==> src/va_pkg.sv <==
package va_pkg;

    // pool size and fixed field widths
    localparam int VA_VOICES  = 16;
    localparam int VA_STAMP_W = 32;
    localparam int VA_ID_W    = 4;

    // command codes
    localparam logic VA_CMD_TRIGGER = 1'b0;
    localparam logic VA_CMD_RELEASE = 1'b1;

    // sequencer states
    typedef enum logic [2:0] {
        S_IDLE,
        S_FIND,
        S_STEAL,
        S_DRAIN,
        S_DONE
    } t_state;

    // control for one beat into the age compare unit
    typedef struct packed {
        logic vld;
        logic first;
    } t_age_ctl;

endpackage

==> src/va_stamp_mem.sv <==
module va_stamp_mem import va_pkg::*; #(
    parameter int DEPTH = VA_VOICES,
    parameter int AW    = $clog2(DEPTH)
) (
    input  logic                  i_clk,
    input  logic                  i_rst_n,
    input  logic                  i_wr_en,
    input  logic [AW-1:0]         i_wr_addr,
    input  logic [VA_STAMP_W-1:0] i_wr_data,
    input  logic                  i_rd_en,
    input  logic [AW-1:0]         i_rd_addr,
    output logic [VA_STAMP_W-1:0] o_rd_data
);

    logic [VA_STAMP_W-1:0] mem [DEPTH];
    logic [DEPTH-1:0]      r_ok;
    logic [VA_STAMP_W-1:0] r_rd_data;
    logic                  r_rd_ok;

    // per-entry written flags, cleared at reset
    always_ff @(posedge i_clk) begin
        if (!i_rst_n) begin
            r_ok <= '0;
        end else if (i_wr_en) begin
            r_ok[i_wr_addr] <= 1'b1;
        end
    end

    // write port
    always_ff @(posedge i_clk) begin
        if (i_wr_en) begin
            mem[i_wr_addr] <= i_wr_data;
        end
    end

    // registered read port
    always_ff @(posedge i_clk) begin
        if (i_rd_en) begin
            r_rd_data <= mem[i_rd_addr];
            r_rd_ok   <= r_ok[i_rd_addr];
        end
    end

    // an entry never written reads as zero
    assign o_rd_data = r_rd_ok ? r_rd_data : '0;

endmodule

==> src/va_age_unit.sv <==
module va_age_unit import va_pkg::*; #(
    parameter int VOICES = VA_VOICES
) (
    input  logic                      i_clk,
    input  t_age_ctl                  i_ctl,
    input  logic [$clog2(VOICES)-1:0] i_idx,
    input  logic [VA_STAMP_W-1:0]     i_counter,
    input  logic [VA_STAMP_W-1:0]     i_stamp,
    output logic [$clog2(VOICES)-1:0] o_best_idx
);

    localparam int IW = $clog2(VOICES);

    logic [VA_STAMP_W-1:0] w_age;
    logic                  w_take;
    logic [VA_STAMP_W-1:0] r_best_age;
    logic [IW-1:0]         r_best_idx;

    // wrapping age and strict compare, so ties keep the lower index
    always_comb begin
        w_age  = i_counter - i_stamp;
        w_take = i_ctl.vld && (i_ctl.first || (w_age > r_best_age));
    end

    // running oldest voice
    always_ff @(posedge i_clk) begin
        if (w_take) begin
            r_best_age <= w_age;
            r_best_idx <= i_idx;
        end
    end

    assign o_best_idx = r_best_idx;

endmodule

==> src/voice_allocator_oldest_steal.sv <==
// Release beat: clears the busy flag of the given voice in S_IDLE, no result.
// Trigger beat: S_FIND scans busy flags from the pointer, one voice per cycle, and goes to
// S_DONE at the first free voice; if none is free, S_STEAL reads every stamp, one entry per
// cycle, then S_DRAIN and S_DONE steal the oldest voice, written when the output is free.
// A new beat is taken once the previous trigger has been written to the result register.
// Synchronous active-low reset clears busy flags, pointer, counter and stamp flags at once.
module voice_allocator_oldest_steal import va_pkg::*; #(
    parameter int VOICES = VA_VOICES
) (
    input  logic               i_clk,
    input  logic               i_rst_n,
    input  logic               i_valid,
    output logic               o_stall,
    input  logic               i_cmd,
    input  logic [VA_ID_W-1:0] i_voice_id,
    output logic               o_valid,
    input  logic               i_stall,
    output logic [VA_ID_W-1:0] o_chosen_voice,
    output logic               o_was_stolen
);

    localparam int IW = $clog2(VOICES);
    localparam int EW = (IW > VA_ID_W) ? IW : VA_ID_W;

    t_state                r_state, n_state;
    logic [VOICES-1:0]     r_busy, n_busy;
    logic [IW-1:0]         r_ptr, n_ptr;
    logic [VA_STAMP_W-1:0] r_count, n_count;
    logic [IW-1:0]         r_scan, n_scan;
    logic [IW-1:0]         r_choice, n_choice;
    logic                  r_stolen, n_stolen;
    t_age_ctl              r_rd_ctl, n_rd_ctl;
    logic [IW-1:0]         r_rd_idx, n_rd_idx;
    logic                  r_o_valid, n_o_valid;
    logic [VA_ID_W-1:0]    r_o_voice, n_o_voice;
    logic                  r_o_stolen, n_o_stolen;

    logic [IW:0]           w_sum;
    logic [IW:0]           w_sum_wrap;
    logic [IW-1:0]         w_v;
    logic [EW-1:0]         w_id_ext;
    logic                  w_id_ok;
    logic [IW-1:0]         w_id;
    logic [IW-1:0]         w_best_idx;
    logic [IW-1:0]         w_pick;
    logic [EW-1:0]         w_pick_ext;
    logic                  w_rd_en;
    logic                  w_wr_en;
    logic [VA_STAMP_W-1:0] w_stamp;

    // stamp store
    va_stamp_mem #(
        .DEPTH (VOICES)
    ) u_mem (
        .i_clk     (i_clk),
        .i_rst_n   (i_rst_n),
        .i_wr_en   (w_wr_en),
        .i_wr_addr (w_pick),
        .i_wr_data (r_count),
        .i_rd_en   (w_rd_en),
        .i_rd_addr (r_scan),
        .o_rd_data (w_stamp)
    );

    // shared age subtract and compare
    va_age_unit #(
        .VOICES (VOICES)
    ) u_age (
        .i_clk      (i_clk),
        .i_ctl      (r_rd_ctl),
        .i_idx      (r_rd_idx),
        .i_counter  (r_count),
        .i_stamp    (w_stamp),
        .o_best_idx (w_best_idx)
    );

    // round-robin candidate and release index decode
    always_comb begin
        w_sum      = {1'b0, r_ptr} + {1'b0, r_scan};
        w_sum_wrap = w_sum - (IW+1)'(VOICES);
        w_v        = (w_sum >= (IW+1)'(VOICES)) ? w_sum_wrap[IW-1:0] : w_sum[IW-1:0];
        w_id_ext   = EW'(i_voice_id);
        w_id_ok    = ({1'b0, w_id_ext} < (EW+1)'(VOICES));
        w_id       = w_id_ext[IW-1:0];
        w_pick     = r_stolen ? w_best_idx : r_choice;
        w_pick_ext = EW'(w_pick);
    end

    // sequencer
    always_comb begin
        n_state    = r_state;
        n_busy     = r_busy;
        n_ptr      = r_ptr;
        n_count    = r_count;
        n_scan     = r_scan;
        n_choice   = r_choice;
        n_stolen   = r_stolen;
        n_rd_ctl   = '0;
        n_rd_idx   = r_rd_idx;
        n_o_valid  = r_o_valid && i_stall;
        n_o_voice  = r_o_voice;
        n_o_stolen = r_o_stolen;
        w_rd_en    = 1'b0;
        w_wr_en    = 1'b0;
        unique case (r_state)
            S_IDLE: begin
                if (i_valid) begin
                    if (i_cmd == VA_CMD_RELEASE) begin
                        if (w_id_ok) begin
                            n_busy[w_id] = 1'b0;
                        end
                    end else begin
                        n_scan  = '0;
                        n_state = S_FIND;
                    end
                end
            end
            S_FIND: begin
                if (!r_busy[w_v]) begin
                    n_choice = w_v;
                    n_stolen = 1'b0;
                    n_state  = S_DONE;
                end else if (r_scan == IW'(VOICES - 1)) begin
                    n_scan  = '0;
                    n_state = S_STEAL;
                end else begin
                    n_scan = r_scan + 1'b1;
                end
            end
            S_STEAL: begin
                w_rd_en        = 1'b1;
                n_rd_ctl.vld   = 1'b1;
                n_rd_ctl.first = (r_scan == '0);
                n_rd_idx       = r_scan;
                if (r_scan == IW'(VOICES - 1)) begin
                    n_state = S_DRAIN;
                end else begin
                    n_scan = r_scan + 1'b1;
                end
            end
            S_DRAIN: begin
                n_stolen = 1'b1;
                n_state  = S_DONE;
            end
            S_DONE: begin
                if (!r_o_valid || !i_stall) begin
                    n_o_valid      = 1'b1;
                    n_o_voice      = w_pick_ext[VA_ID_W-1:0];
                    n_o_stolen     = r_stolen;
                    n_busy[w_pick] = 1'b1;
                    w_wr_en        = 1'b1;
                    n_count        = r_count + 1'b1;
                    n_ptr          = (w_pick == IW'(VOICES - 1)) ? '0 : w_pick + 1'b1;
                    n_state        = S_IDLE;
                end
            end
            default: begin
                n_state = S_IDLE;
            end
        endcase
    end

    // state register
    always_ff @(posedge i_clk) begin
        if (!i_rst_n) begin
            r_state   <= S_IDLE;
            r_busy    <= '0;
            r_ptr     <= '0;
            r_count   <= '0;
            r_rd_ctl  <= '0;
            r_o_valid <= 1'b0;
        end else begin
            r_state   <= n_state;
            r_busy    <= n_busy;
            r_ptr     <= n_ptr;
            r_count   <= n_count;
            r_rd_ctl  <= n_rd_ctl;
            r_o_valid <= n_o_valid;
        end
    end

    // payload registers
    always_ff @(posedge i_clk) begin
        r_scan     <= n_scan;
        r_choice   <= n_choice;
        r_stolen   <= n_stolen;
        r_rd_idx   <= n_rd_idx;
        r_o_voice  <= n_o_voice;
        r_o_stolen <= n_o_stolen;
    end

    assign o_stall        = (r_state != S_IDLE);
    assign o_valid        = r_o_valid;
    assign o_chosen_voice = r_o_voice;
    assign o_was_stolen   = r_o_stolen;

endmodule
==> config.mk <==
export PLATFORM = sky130hd
export DESIGN_NAME = voice_allocator_oldest_steal
export DESIGN_NICKNAME = d
export VERILOG_FILES = /design/src/va_pkg.sv /design/src/va_stamp_mem.sv /design/src/va_age_unit.sv /design/src/voice_allocator_oldest_steal.sv
export SDC_FILE = /design/constraint.sdc
export NUM_CORES = 1
export LEC_CHECK = 0
export ABC_AREA = 1
export ABC_CLOCK_PERIOD_IN_PS = 4900
export CORE_ASPECT_RATIO = 1.4
export CORE_MARGIN = 2
export CORE_UTILIZATION = 50
export DETAILED_ROUTE_END_ITERATION = 10
export DONT_BUFFER_PORTS = 1
export MAX_ROUTING_LAYER = met4
export PLACE_DENSITY_LB_ADDON = 0.12
export SLEW_MARGIN = 15
export SYNTH_ARGS = -nofsm -noshare
export SYNTH_HDL_FRONTEND = slang
export SYNTH_SLANG_ARGS = --single-unit
==> constraint.sdc <==
create_clock -name i_clk -period 4.9 [get_ports i_clk]
set_input_delay 0.49 -clock i_clk [delete_from_list [all_inputs] [get_ports i_clk]]
set_output_delay 0.49 -clock i_clk [all_outputs]
set_load 0.02 [all_outputs]
==> results of run 1 <==
## where the power goes
part / switching (mW) / internal [mW]
Clock: 2.08 / 2.67
Combinational: 2.94 / 1.20
Sequential: 0.130 / 6.44
## cells by family (layout without fill, tap and decap cells)
group                      after synthesis  after routing  synth area share [%]
and+or+nand+nor                        927            927                  13.2
DFF                                    673            673                  67.0
AOI/OAI and AO/OA                      600            600                  11.7
buffers and inverters                  281            347                  3.82
adders and majority gates               75             75                  3.28
xor gates and xnor gates                37             37                  1.11
other                                    0              1                     0
## cell usage after synthesis (10+ instances only)
master	n	share of area, %
xor2_1	29	0.87
clkbuf_1	77	0.99
o211ai_1	20	0.52
buf_2	34	0.59
nor2_2	10	0.22
nor2_1	418	5.4
nand3_1	109	1.9
nand2_1	335	4.3
inv_2	24	0.31
nor3_1	15	0.26
o21ai_1	22	0.38
a21oi_1	103	1.8
edfxtp_1	599	62
o22ai_1	82	1.8
o221ai_1	47	1.4
dfxtp_1	74	5.1
inv_1	136	1.8
ha_1	73	3.1
o21ai_0	303	5.2
nand4_1	17	0.37
## through the flow
step	cells	cell area, sq um	util [%]
4_1_cts	3401	32100	55.9
6_report	3402	32100	55.9
3_5_place_dp	3286	30200	52.4
2_1_floorplan	2593	29100	-
3_3_place_gp	3286	30200	52.4
5_1_grt	3402	32100	55.9
## final cells by class
class                   count  area (sq um)  share of cell area [%]
clock inverters            32           339                    1.06
multi-input cells        1639          8540                    26.6
inverters                 162           614                    1.91
flip-flops and latches    673         19500                    60.6
repair buffers             72           633                    1.97
well taps                 742           928                    2.89
diodes                      1          2.50                 0.00779
clock buffers              81          1610                    5.01
## worst max-delay path: stages (launching register included)
cell      delay [ps]
edfxtp_1         370
buf_12           200
nand2_1           70
inv_1             60
ha_1             130
inv_1             60
fa_1             410
nand3_1          110
nand2_1          110
a21oi_1          300
o21ai_1          200
nand3b_1         140
nand2_1           60
nand2_1           50
nand2_1           60
ha_1             270
nand2_1           60
nor2_1           160
nand4_1          160
nor3b_1          320
nand2_1           90
nand2_1           60
nand2_1           80
a21oi_4          150
buf_12           230
## placed cells by master, fill, tap and decap left out, types with 5 or more instances in the layout
master / count
clkinv_2: 12
xnor2_1: 8
nor2_2: 10
o211ai_1: 20
inv_1: 131
buf_12: 7
o221ai_1: 47
inv_2: 27
clkinv_1: 11
o21ai_0: 303
nand3b_1: 5
dfxtp_1: 74
nand4_1: 17
nor2_1: 416
ha_1: 73
buf_4: 63
bufinv_16: 7
clkbuf_1: 19
xor2_1: 29
o21ai_1: 22
clkbuf_16: 61
edfxtp_1: 599
nand3_1: 109
nand2_1: 335
nor3_1: 15
o22ai_1: 82
a21oi_1: 102
a21o_1: 6
## flip-flops by register name (all words and copies together) (netlist names)
| signal | count |
|---|---|
| u_age.o_best_idx | 4 |
| u_mem.r_ok | 16 |
| u_mem.mem | 512 |
| r_rd_idx | 4 |
| r_rd_ctl | 2 |
| o_was_stolen | 1 |
| r_choice | 4 |
| o_chosen_voice | 4 |
| r_busy | 16 |
| r_count | 32 |
| o_valid | 1 |
| u_mem.r_rd_ok | 1 |
| u_age.r_best_age | 32 |
| r_ptr | 4 |
| r_stolen | 1 |
| r_scan | 4 |
| u_mem.r_rd_data | 32 |
| r_state | 3 |
## metal layers
metal  share of wire, %  GRT usage (%)  wire [um]
met1                 41           34.9      32800
met2                 50           46.9      40700
met3                6.3           2.80       5080
met4                2.6           8.30       2120
met5                  0              -          0
## timing repair
item / CTS / global route
resized for setup: 0 / 0
hold endpoints to repair: 25 / 0
hold buffers: 2 / 0
## final timing paths
path | slack [ps] | to
max | 650 | u_age.r_best_age[14]
min | 30 | r_count[5]
max reg2reg | 650 | u_age.r_best_age[14]
min reg2reg | 430 | u_age.o_best_idx[2]
==> metrics.md, run 1 <==
| Metric | Value |
|---|---|
| Maximum vdd ir drop | `782 uV` |
| Mapped Area | `29,100 sq um` |
| Slew Limit Fails | `0` |
| Hold Crit Class | `primary input to flip-flop` |
| Post-synth EDFFs | `599` |
| Pin count of the biggest net entering global routing | `202` |
| Power Total | `15.5 mW` |
| Num CTS Buffers | `61` |
| Vias in the first global route | `19,500` |
| CTS H-tree depth | `2` |
| R2r startpoint | `u_mem.r_rd_ok` |
| Buffer count from post-CTS setup fixing | `0` |
| DR pass1 iterations | `5` |
| Placer Congestion | `0.882` |
| Routed Antenna Nets | `0` |
| Synth Flop Type | `edfxtp_1` |
| Startpoint types | `flip-flop` |
| TritonCTS clock tree | `yes` |
| WHS | `30.5 ps` |
| Area Growth Syn to Fin | `10.5%` |
| Drt drc | `0` |
| Asr flop ratio synth | `0%` |
| Status | `complete, no violations` |
| Setup TNS | `0 ps` |
| CTS max path bufs | `3` |
| Root Buffer | `clkbuf_16` |
| Final period utilization | `86.8%` |
| Hold path start | `i_rst_n` |
| Pre-CTS setup slack | `655 ps` |
| IO Port Bufs | `0` |
| WL/cell | `23.7 um` |
| Final hold vios | `0` |
| Crit path from | `u_mem.r_rd_ok` |
| Worst-path clk slew | `70 ps` |
| Clock latency on the worst-skew pair | `620 ps` |
| Number of fill cells | `4,889` |
| Minimum clock period | `4250 ps` |
| #FFs+latches synth | `673` |
| Headroom to the max-slew limit | `20.9%` |
| CTS sink cnt | `673` |
| Syn Inst Count | `2,593` |
| Arrival @ worst endpoint | `4550 ps` |
| Unrepaired setup endpoints after global routing | `no` |
| Overflow after GRT | `0` |
| Via density | `5.86` |
| Actual slew at the worst max-slew pin | `1180 ps` |
| Initial core utilization | `50.5%` |
| Max frequency | `0.235 GHz` |
| Drt initial violations | `1,507` |
| Critical Path RT | `5200 ps` |
| Worst r2r path cells | `24` |
| Core area | `57,500 sq um` |
| Clock Skews | `23.0 ps` |
| Max-Cap Viols | `0` |
| Die X | `208 um` |
| Final WL | `80,600 um` |
| Net Count, Synth | `2,677` |
| Setup violators final | `0` |
| Worst Setup Slack, final | `648 ps` |
| Leakage | `11.6 nW` |
| Total die area | `60,100 sq um` |
| DIE HEIGHT | `289 um` |
| Final net count | `2,693` |
| CP max FO | `36` |
| Share of layout cells above drive strength 1 | `7.86%` |
| Worst Setup End Kind | `flip-flop` |
| Initial antenna violation count | `2` |
| Row Count | `104` |
| Sequential area share after synthesis | `67.0%` |
| PD cells | `481 nW/um^2` |
| Mean Syn Cell Area | `11.2 sq um` |
| Worst hold stages | `2` |
| WS Path Type | `flip-flop to flip-flop` |
| DR vias | `19,900` |
| Synth unique cells | `45` |
| Total global-route track usage | `27.5%` |
| Synth warnings | `0` |
| IO Pins | `16` |
| Hpwl dp | `48,000 um` |
| Global-route wire length before repair | `119,000 um` |
Power figures use the tool's default switching activity.
==> run 2, diff against run 1 <==
--- a/config.mk
+++ b/config.mk
@@ -7,7 +7,6 @@
 export LEC_CHECK = 0
 export ABC_AREA = 1
 export ABC_CLOCK_PERIOD_IN_PS = 4900
-export CORE_ASPECT_RATIO = 1.4
 export CORE_MARGIN = 2
 export CORE_UTILIZATION = 50
 export DETAILED_ROUTE_END_ITERATION = 10
==> run 2 against run 1 <==
Effect of this change:
- core utilization grew 0.52 points
- clock-buffer cell count grew 13
- critical path depth grew 1
- design area grew 1.1%
- wire length shrank 0.50%
- sequential cell count is the same
- critical path type unchanged
==> metrics.md, run 2 (synthesis gave the netlist of run 1 again) <==
| Metric | Value |
|---|---|
| Reg with most FFs | `u_mem.mem (unchanged)` |
| Hold Crit Class | `primary input to flip-flop (unchanged)` |
| Crit path from | `u_mem.r_rd_ok (unchanged)` |
| Leakage | `11.8 nW (was 11.6 nW)` |
| Headroom to the max-slew limit | `26.4% (was 20.9%)` |
| Clock latency on the worst-skew pair | `610 ps (was 620 ps)` |
| Internal power | `10.8 mW (was 10.3 mW)` |
| DR pass1 iterations | `5 (unchanged)` |
| Via density | `5.85 (was 5.86)` |
| Worst Setup Slack, final | `536 ps (was 648 ps)` |
| DIE HEIGHT | `245 um (was 289 um)` |
| Root Buffer | `clkbuf_16 (unchanged)` |
| PD cells | `494 nW/um^2 (was 481 nW/um^2)` |
| Reg power frac | `40.7% (was 42.5%)` |
| Switching Fraction | `32.9% (was 33.3%)` |
| Placed insts | `3,309 (was 3,286)` |
| Total die area | `60,100 sq um (about the same)` |
| Global-route wire length before repair | `120,000 um (was 119,000 um)` |
| CTS sink cnt | `673 (unchanged)` |
| Most frequent cells in the layout | `edfxtp_1, nor2_1, nand2_1 (unchanged)` |
| Startpoint types | `flip-flop (unchanged)` |
| Number of fill cells | `4,836 (was 4,889)` |
| IO Port Bufs | `0 (unchanged)` |
| Pre-CTS setup slack | `547 ps (was 655 ps)` |
| Sw Pwr | `5.29 mW (was 5.16 mW)` |
| Drt initial violations | `1,971 (was 1,507)` |
| Setup TNS | `0 ps (unchanged)` |
| CP max FO | `22 (was 36)` |
| Max-Cap Viols | `0 (unchanged)` |
| Area Growth Syn to Fin | `11.7% (was 10.5%)` |
| Actual slew at the worst max-slew pin | `1100 ps (was 1180 ps)` |
| Clock group share of total power | `33.2% (was 30.7%)` |
| Hpwl dp | `47,600 um (was 48,000 um)` |
| Worst r2r dst | `u_age.r_best_age[2] (was u_age.r_best_age[14])` |
| Clock Skews | `17.7 ps (was 23.0 ps)` |
| WL/cell | `23.3 um (was 23.7 um)` |
| Pin count of the biggest net entering global routing | `212 (was 202)` |
| Setup violators final | `0 (unchanged)` |
| Status | `complete, no violations (unchanged)` |
| Max frequency | `0.229 GHz (was 0.235 GHz)` |
| Routed Antenna Nets | `0 (unchanged)` |
| CTS max path bufs | `3 (unchanged)` |
| Num CTS Buffers | `72 (was 61)` |
| Reg2reg setup slack | `540 ps (was 650 ps)` |
| Logic pwr share | `26.1% (was 26.8%)` |
| IO Pins | `16 (unchanged)` |
| Final instance area | `32,500 sq um (was 32,100 sq um)` |
| Register Area | `19,500 sq um (unchanged)` |
| Placer Congestion | `0.915 (was 0.882)` |
| DR vias | `20,100 (was 19,900)` |
| TritonCTS clock tree | `yes (unchanged)` |
| Worst r2r path cells | `25 (was 24)` |
| Buffer count from post-CTS setup fixing | `0 (unchanged)` |
| Slew Limit Fails | `0 (unchanged)` |
| Core area | `57,600 sq um (was 57,500 sq um)` |
| Maximum vdd ir drop | `366 uV (was 782 uV)` |
| Worst Setup End Kind | `flip-flop (unchanged)` |
| Final WL | `80,200 um (was 80,600 um)` |
| Initial antenna violation count | `1 (was 2)` |
| Placed Area | `30,200 sq um (about the same)` |
| Arrival @ worst endpoint | `4640 ps (was 4550 ps)` |
| CP Capture Point | `u_age.r_best_age[2] (was u_age.r_best_age[14])` |
| Area of the multi-input gates | `8540 sq um (unchanged)` |
| Unrepaired setup endpoints after global routing | `no (unchanged)` |
| R2r startpoint | `u_mem.r_rd_ok (unchanged)` |
| Row Count | `88 (was 104)` |
| WS Path Type | `flip-flop to flip-flop (unchanged)` |
| Total global-route track usage | `27.7% (was 27.5%)` |
| Vias in the first global route | `19,100 (was 19,500)` |
| Share of layout cells above drive strength 1 | `8.22% (was 7.86%)` |
| Final period utilization | `89.1% (was 86.8%)` |
| Commonest non-fill, non-tap cell in the layout | `edfxtp_1 (unchanged)` |
| Max FFs per register | `512 (unchanged)` |
| Minimum clock period | `4360 ps (was 4250 ps)` |
| Worst-path clk slew | `60 ps (was 70 ps)` |
| Diode count | `0 (was 1)` |
| Non-filler cells, final | `3,440 (was 3,402)` |
| Overflow after GRT | `0 (unchanged)` |
| CTS H-tree depth | `3 (was 2)` |
| Final hold vios | `0 (unchanged)` |
| Die X | `245 um (was 208 um)` |
| Power Total | `16.0 mW (was 15.5 mW)` |
| Drt drc | `0 (unchanged)` |
| Final net count | `2,703 (was 2,693)` |
| Initial core utilization | `50.5% (about the same)` |
| Critical Path RT | `5180 ps (was 5200 ps)` |
run 2: cell count changes in the layout (fill, tap and decap cells not counted), sizes merged:
cell and change:
bufinv -1, clkbuf +13, clkinv +4, diode -1
dlygate4sd3 -1, inv +1
run 2: worst max-delay path: stages, from the launching register on:
cell      delay [ps]
edfxtp_1         600
nand2_1           90
inv_1             70
ha_1             130
inv_1             50
fa_1             390
nand3_1          100
nand2_1          110
nand2_1           80
o211ai_1         220
nand2_1          130
nand2_1          120
nand3_1          110
nand2_1           60
nand2_1           60
nand2_1          120
ha_1             310
nand2_1           60
nor2_1           150
nand4_1          140
nor3b_1          250
nand2_1           90
nand2_1           60
nand2_1           80
a21oi_4          140
buf_4            310
run 2: how the worst min path moves through the flow:
stage | cells past startpoint | to | start | slack [ps]
floorplan | 0 | u_age.o_best_idx[0] | r_rd_idx[0] | 400
global placement | 0 | u_age.o_best_idx[1] | r_rd_idx[1] | 400
detailed placement | 0 | u_age.o_best_idx[0] | r_rd_idx[0] | 420
CTS | 2 | r_count[15] | i_rst_n | 0.6
global route | 2 | r_busy[13] | i_rst_n | 20
finish | 2 | r_count[0] | i_rst_n | 20
run 2: cell type report:
cell class	instances	area share, %
clock inverters	36	1.05
flip-flops and latches	673	59.9
inverters	162	1.89
well taps	765	2.95
repair buffers	71	1.88
clock buffers	94	5.99
multi-input cells	1639	26.3
run 2: what timing repair did:
action | 4_1_cts | 5_1_grt
hold buffers | 1 | 0
gates resized for setup | 0 | 0
hold endpoints to repair | 8 | 0
endpoints found under the setup margin | 0 | 0
run 2: power by group through the flow:
stage | clock network (mW) | registers (mW) | logic (mW)
2_1_floorplan | 0 | 6.64 | 2.88
3_3_place_gp | 0 | 6.65 | 4.08
3_5_place_dp | 0 | 6.65 | 4.16
4_1_cts | 5.41 | 6.53 | 4.19
5_1_grt | 5.63 | 6.54 | 4.64
6_report | 5.32 | 6.53 | 4.19
run 2: metal layers:
| layer | routed length (um) | up-vias | share of wire, % | global-route usage (%) |
|---|---|---|---|---|
| met5 | 0 | - | 0 | - |
| met1 | 36300 | 9972 | 45 | 39.9 |
| met3 | 5550 | 125 | 6.9 | 3.48 |
| met4 | 1610 | 0 | 2.0 | 7.30 |
| met2 | 36700 | 698 | 46 | 42.0 |
| li1 | - | 9336 | - | - |
run 2: per-stage QoR:
stage	hold WS, ps	utilization [%]
after floorplan	400	-
after global placement	402	52.4
after detailed placement	415	52.4
after CTS	0.605	56.4
after global routing	20.8	56.4
final	23.4	56.4
==> run 3, diff against run 2 <==
--- a/config.mk
+++ b/config.mk
@@ -7,6 +7,7 @@
 export LEC_CHECK = 0
 export ABC_AREA = 1
 export ABC_CLOCK_PERIOD_IN_PS = 4900
+export CORE_ASPECT_RATIO = 0.9
 export CORE_MARGIN = 2
 export CORE_UTILIZATION = 50
 export DETAILED_ROUTE_END_ITERATION = 10
==> run 3 against run 2 <==
Effect of this change:
- combinational power fell by 1%
- non-clock buffer count rose by 4
- wire length fell by 0.51%
==> metrics.md, run 3 (synthesis gave the netlist of run 1 again) <==
| Metric | Value |
|---|---|
| Vias in the first global route | `19,400 (was 19,100)` |
| IO Pins | `16 (unchanged)` |
| Setup violators final | `0 (unchanged)` |
| Most frequent cells in the layout | `edfxtp_1, nor2_1, nand2_1 (unchanged)` |
| Worst hold stages | `2 (unchanged)` |
| Maximum vdd ir drop | `311 uV (was 366 uV)` |
| Clock latency on the worst-skew pair | `610 ps (about the same)` |
| Overflow after GRT | `0 (unchanged)` |
| Max-Cap Viols | `0 (unchanged)` |
| Total die area | `60,100 sq um (about the same)` |
| Arrival @ worst endpoint | `4710 ps (was 4640 ps)` |
| DR pass1 iterations | `6 (was 5)` |
| Unrepaired setup endpoints after global routing | `no (unchanged)` |
| Global-route wire length before repair | `120,000 um (about the same)` |
| IO Port Bufs | `0 (unchanged)` |
| WS Path Type | `flip-flop to flip-flop (unchanged)` |
| Minimum clock period | `4430 ps (was 4360 ps)` |
| Via density | `5.84 (was 5.85)` |
| Die X | `258 um (was 245 um)` |
| PD cells | `493 nW/um^2 (was 494 nW/um^2)` |
| Critical Path RT | `5180 ps (about the same)` |
| CP peak stage delay | `410 ps (was 600 ps)` |
| CTS H-tree depth | `3 (unchanged)` |
| Slew Limit Fails | `0 (unchanged)` |
| Setup TNS | `0 ps (unchanged)` |
| WHS | `29.3 ps (was 23.4 ps)` |
| Power Total | `16.0 mW (about the same)` |
| CP max FO | `32 (was 22)` |
| Max FFs per register | `512 (unchanged)` |
| Non-filler cells, final | `3,442 (was 3,440)` |
| Cts repair resizes | `0 (unchanged)` |
| Number of fill cells | `4,811 (was 4,836)` |
| Placed Area | `30,200 sq um (about the same)` |
| Drt drc | `0 (unchanged)` |
| Hold path start | `i_rst_n (unchanged)` |
| Core area | `57,200 sq um (was 57,600 sq um)` |
| Share of layout cells above drive strength 1 | `8.52% (was 8.22%)` |
| Final WL | `79,800 um (was 80,200 um)` |
| DIE HEIGHT | `233 um (was 245 um)` |
| Area Growth Syn to Fin | `11.9% (was 11.7%)` |
| Pin count of the biggest net entering global routing | `104 (was 212)` |
| Most used cell, CP | `nand2_1 (unchanged)` |
| CTS sink cnt | `673 (unchanged)` |
| Root Buffer | `clkbuf_16 (unchanged)` |
| Total global-route track usage | `27.7% (about the same)` |
| Final period utilization | `90.3% (was 89.1%)` |
| CP Cell Sequence | `buf_12, nand2_1, ha_1, nand2_1, o21ai_0, a21oi_1, nand2_1, nand3_1, nand3b_1, nand2_1, ha_1, nand2_1, nor2_1, nand4_1, nor3b_1, nand2_1, nand2_1, nand2_1, a21oi_4, buf_12` |
| Initial antenna violation count | `0 (was 1)` |
| Final hold vios | `0 (unchanged)` |
| Num CTS Buffers | `70 (was 72)` |
| Drt initial violations | `2,173 (was 1,971)` |
| Hpwl dp | `48,200 um (was 47,600 um)` |
| Reg with most FFs | `u_mem.mem (unchanged)` |
| R2r startpoint | `u_mem.r_rd_ok (unchanged)` |
| CP delay by family, top | `simple AND/OR/NAND/NOR gates (unchanged)` |
| Row Count | `83 (was 88)` |
| Placer Congestion | `0.945 (was 0.915)` |
| Status | `complete, no violations (unchanged)` |
| Diode count | `0 (unchanged)` |
| Worst Setup End Kind | `flip-flop (unchanged)` |
| Final net count | `2,705 (was 2,703)` |
| Max frequency | `0.226 GHz (was 0.229 GHz)` |
| Final instance area | `32,500 sq um (about the same)` |
| Initial core utilization | `50.8% (was 50.5%)` |
| Hold Crit Class | `primary input to flip-flop (unchanged)` |
| Hold EP | `r_busy[9] (was r_count[0])` |
| Reg2reg setup slack | `470 ps (was 540 ps)` |
| Worst r2r dst | `u_age.r_best_age[29] (was u_age.r_best_age[2])` |
| CP max-delay cell | `nor3b_1 (was edfxtp_1)` |
| Commonest non-fill, non-tap cell in the layout | `edfxtp_1 (unchanged)` |
| WL/cell | `23.2 um (was 23.3 um)` |
| CTS max path bufs | `3 (unchanged)` |
| Placed insts | `3,310 (was 3,309)` |
| Headroom to the max-slew limit | `29.3% (was 26.4%)` |
| Clock Skews | `29.6 ps (was 17.7 ps)` |
| TritonCTS clock tree | `yes (unchanged)` |
| Worst r2r path cells | `20 (was 25)` |
| Actual slew at the worst max-slew pin | `1060 ps (was 1100 ps)` |
| DR vias | `20,100 (about the same)` |
| Worst Setup Slack, final | `474 ps (was 536 ps)` |
| Pre-CTS setup slack | `537 ps (was 547 ps)` |
| Leakage | `11.8 nW (about the same)` |
| WP buf/inv | `2 (was 3)` |
| Startpoint types | `flip-flop (unchanged)` |
| Routed Antenna Nets | `0 (unchanged)` |
| Post-layout util | `56.9% (was 56.4%)` |
| Worst-path clk slew | `60 ps (about the same)` |
run 3: changes by cell type in the layout (fill, tap and decap cells not counted), sizes merged:
cell,previous run,this run
inv,161,162
bufinv,6,8
clkinv,28,33
clkinvlp,3,2
dlygate4sd3,1,4
buf,70,71
clkbuf,94,85
run 3: timing repair:
item | 4_1_cts | 5_1_grt
endpoints found under the hold margin | 8 | 0
hold buffers | 4 | 0
setup buffers | 0 | 0
run 3: area by class of cell:
| type | count | area, sq um | area share (%) |
|---|---|---|---|
| clock buffers | 85 | 1870 | 5.75 |
| clock inverters | 43 | 433 | 1.33 |
| inverters | 162 | 616 | 1.89 |
| multi-input cells | 1639 | 8540 | 26.2 |
| flip-flops and latches | 673 | 19500 | 59.8 |
| well taps | 765 | 957 | 2.94 |
| repair buffers | 75 | 648 | 1.99 |
run 3: per-layer routing:
layer | global-route usage, % | share of wire (%) | routed length, um | up-vias
met2 | 41.7 | 45 | 35900 | 732
met1 | 39.3 | 45 | 36100 | 9923
li1 | - | - | - | 9341
met3 | 4.54 | 7.5 | 6000 | 121
met5 | - | 0 | 0 | -
met4 | 7.42 | 2.2 | 1780 | 0
run 3: how the worst max path moves through the flow:
stage,end,start,cells past startpoint,slack [ps]
after floorplan,u_age.o_best_idx[0],u_mem.r_rd_ok,20,460
after global placement,u_age.r_best_age[29],u_mem.r_rd_ok,24,560
after detailed placement,u_age.r_best_age[30],u_mem.r_rd_ok,26,540
after CTS,u_age.r_best_age[31],u_mem.r_rd_ok,26,480
after global routing,u_age.r_best_age[29],u_mem.r_rd_ok,20,20
final,u_age.r_best_age[29],u_mem.r_rd_ok,20,470
run 3: report_power, final:
group / switching, mW / internal, mW / leakage (nW) / total, mW
Combinational: 2.97 / 1.18 / 4.47 / 4.15
Sequential: 0.103 / 6.44 / 6.22 / 6.55
Clock: 2.19 / 3.15 / 1.13 / 5.34
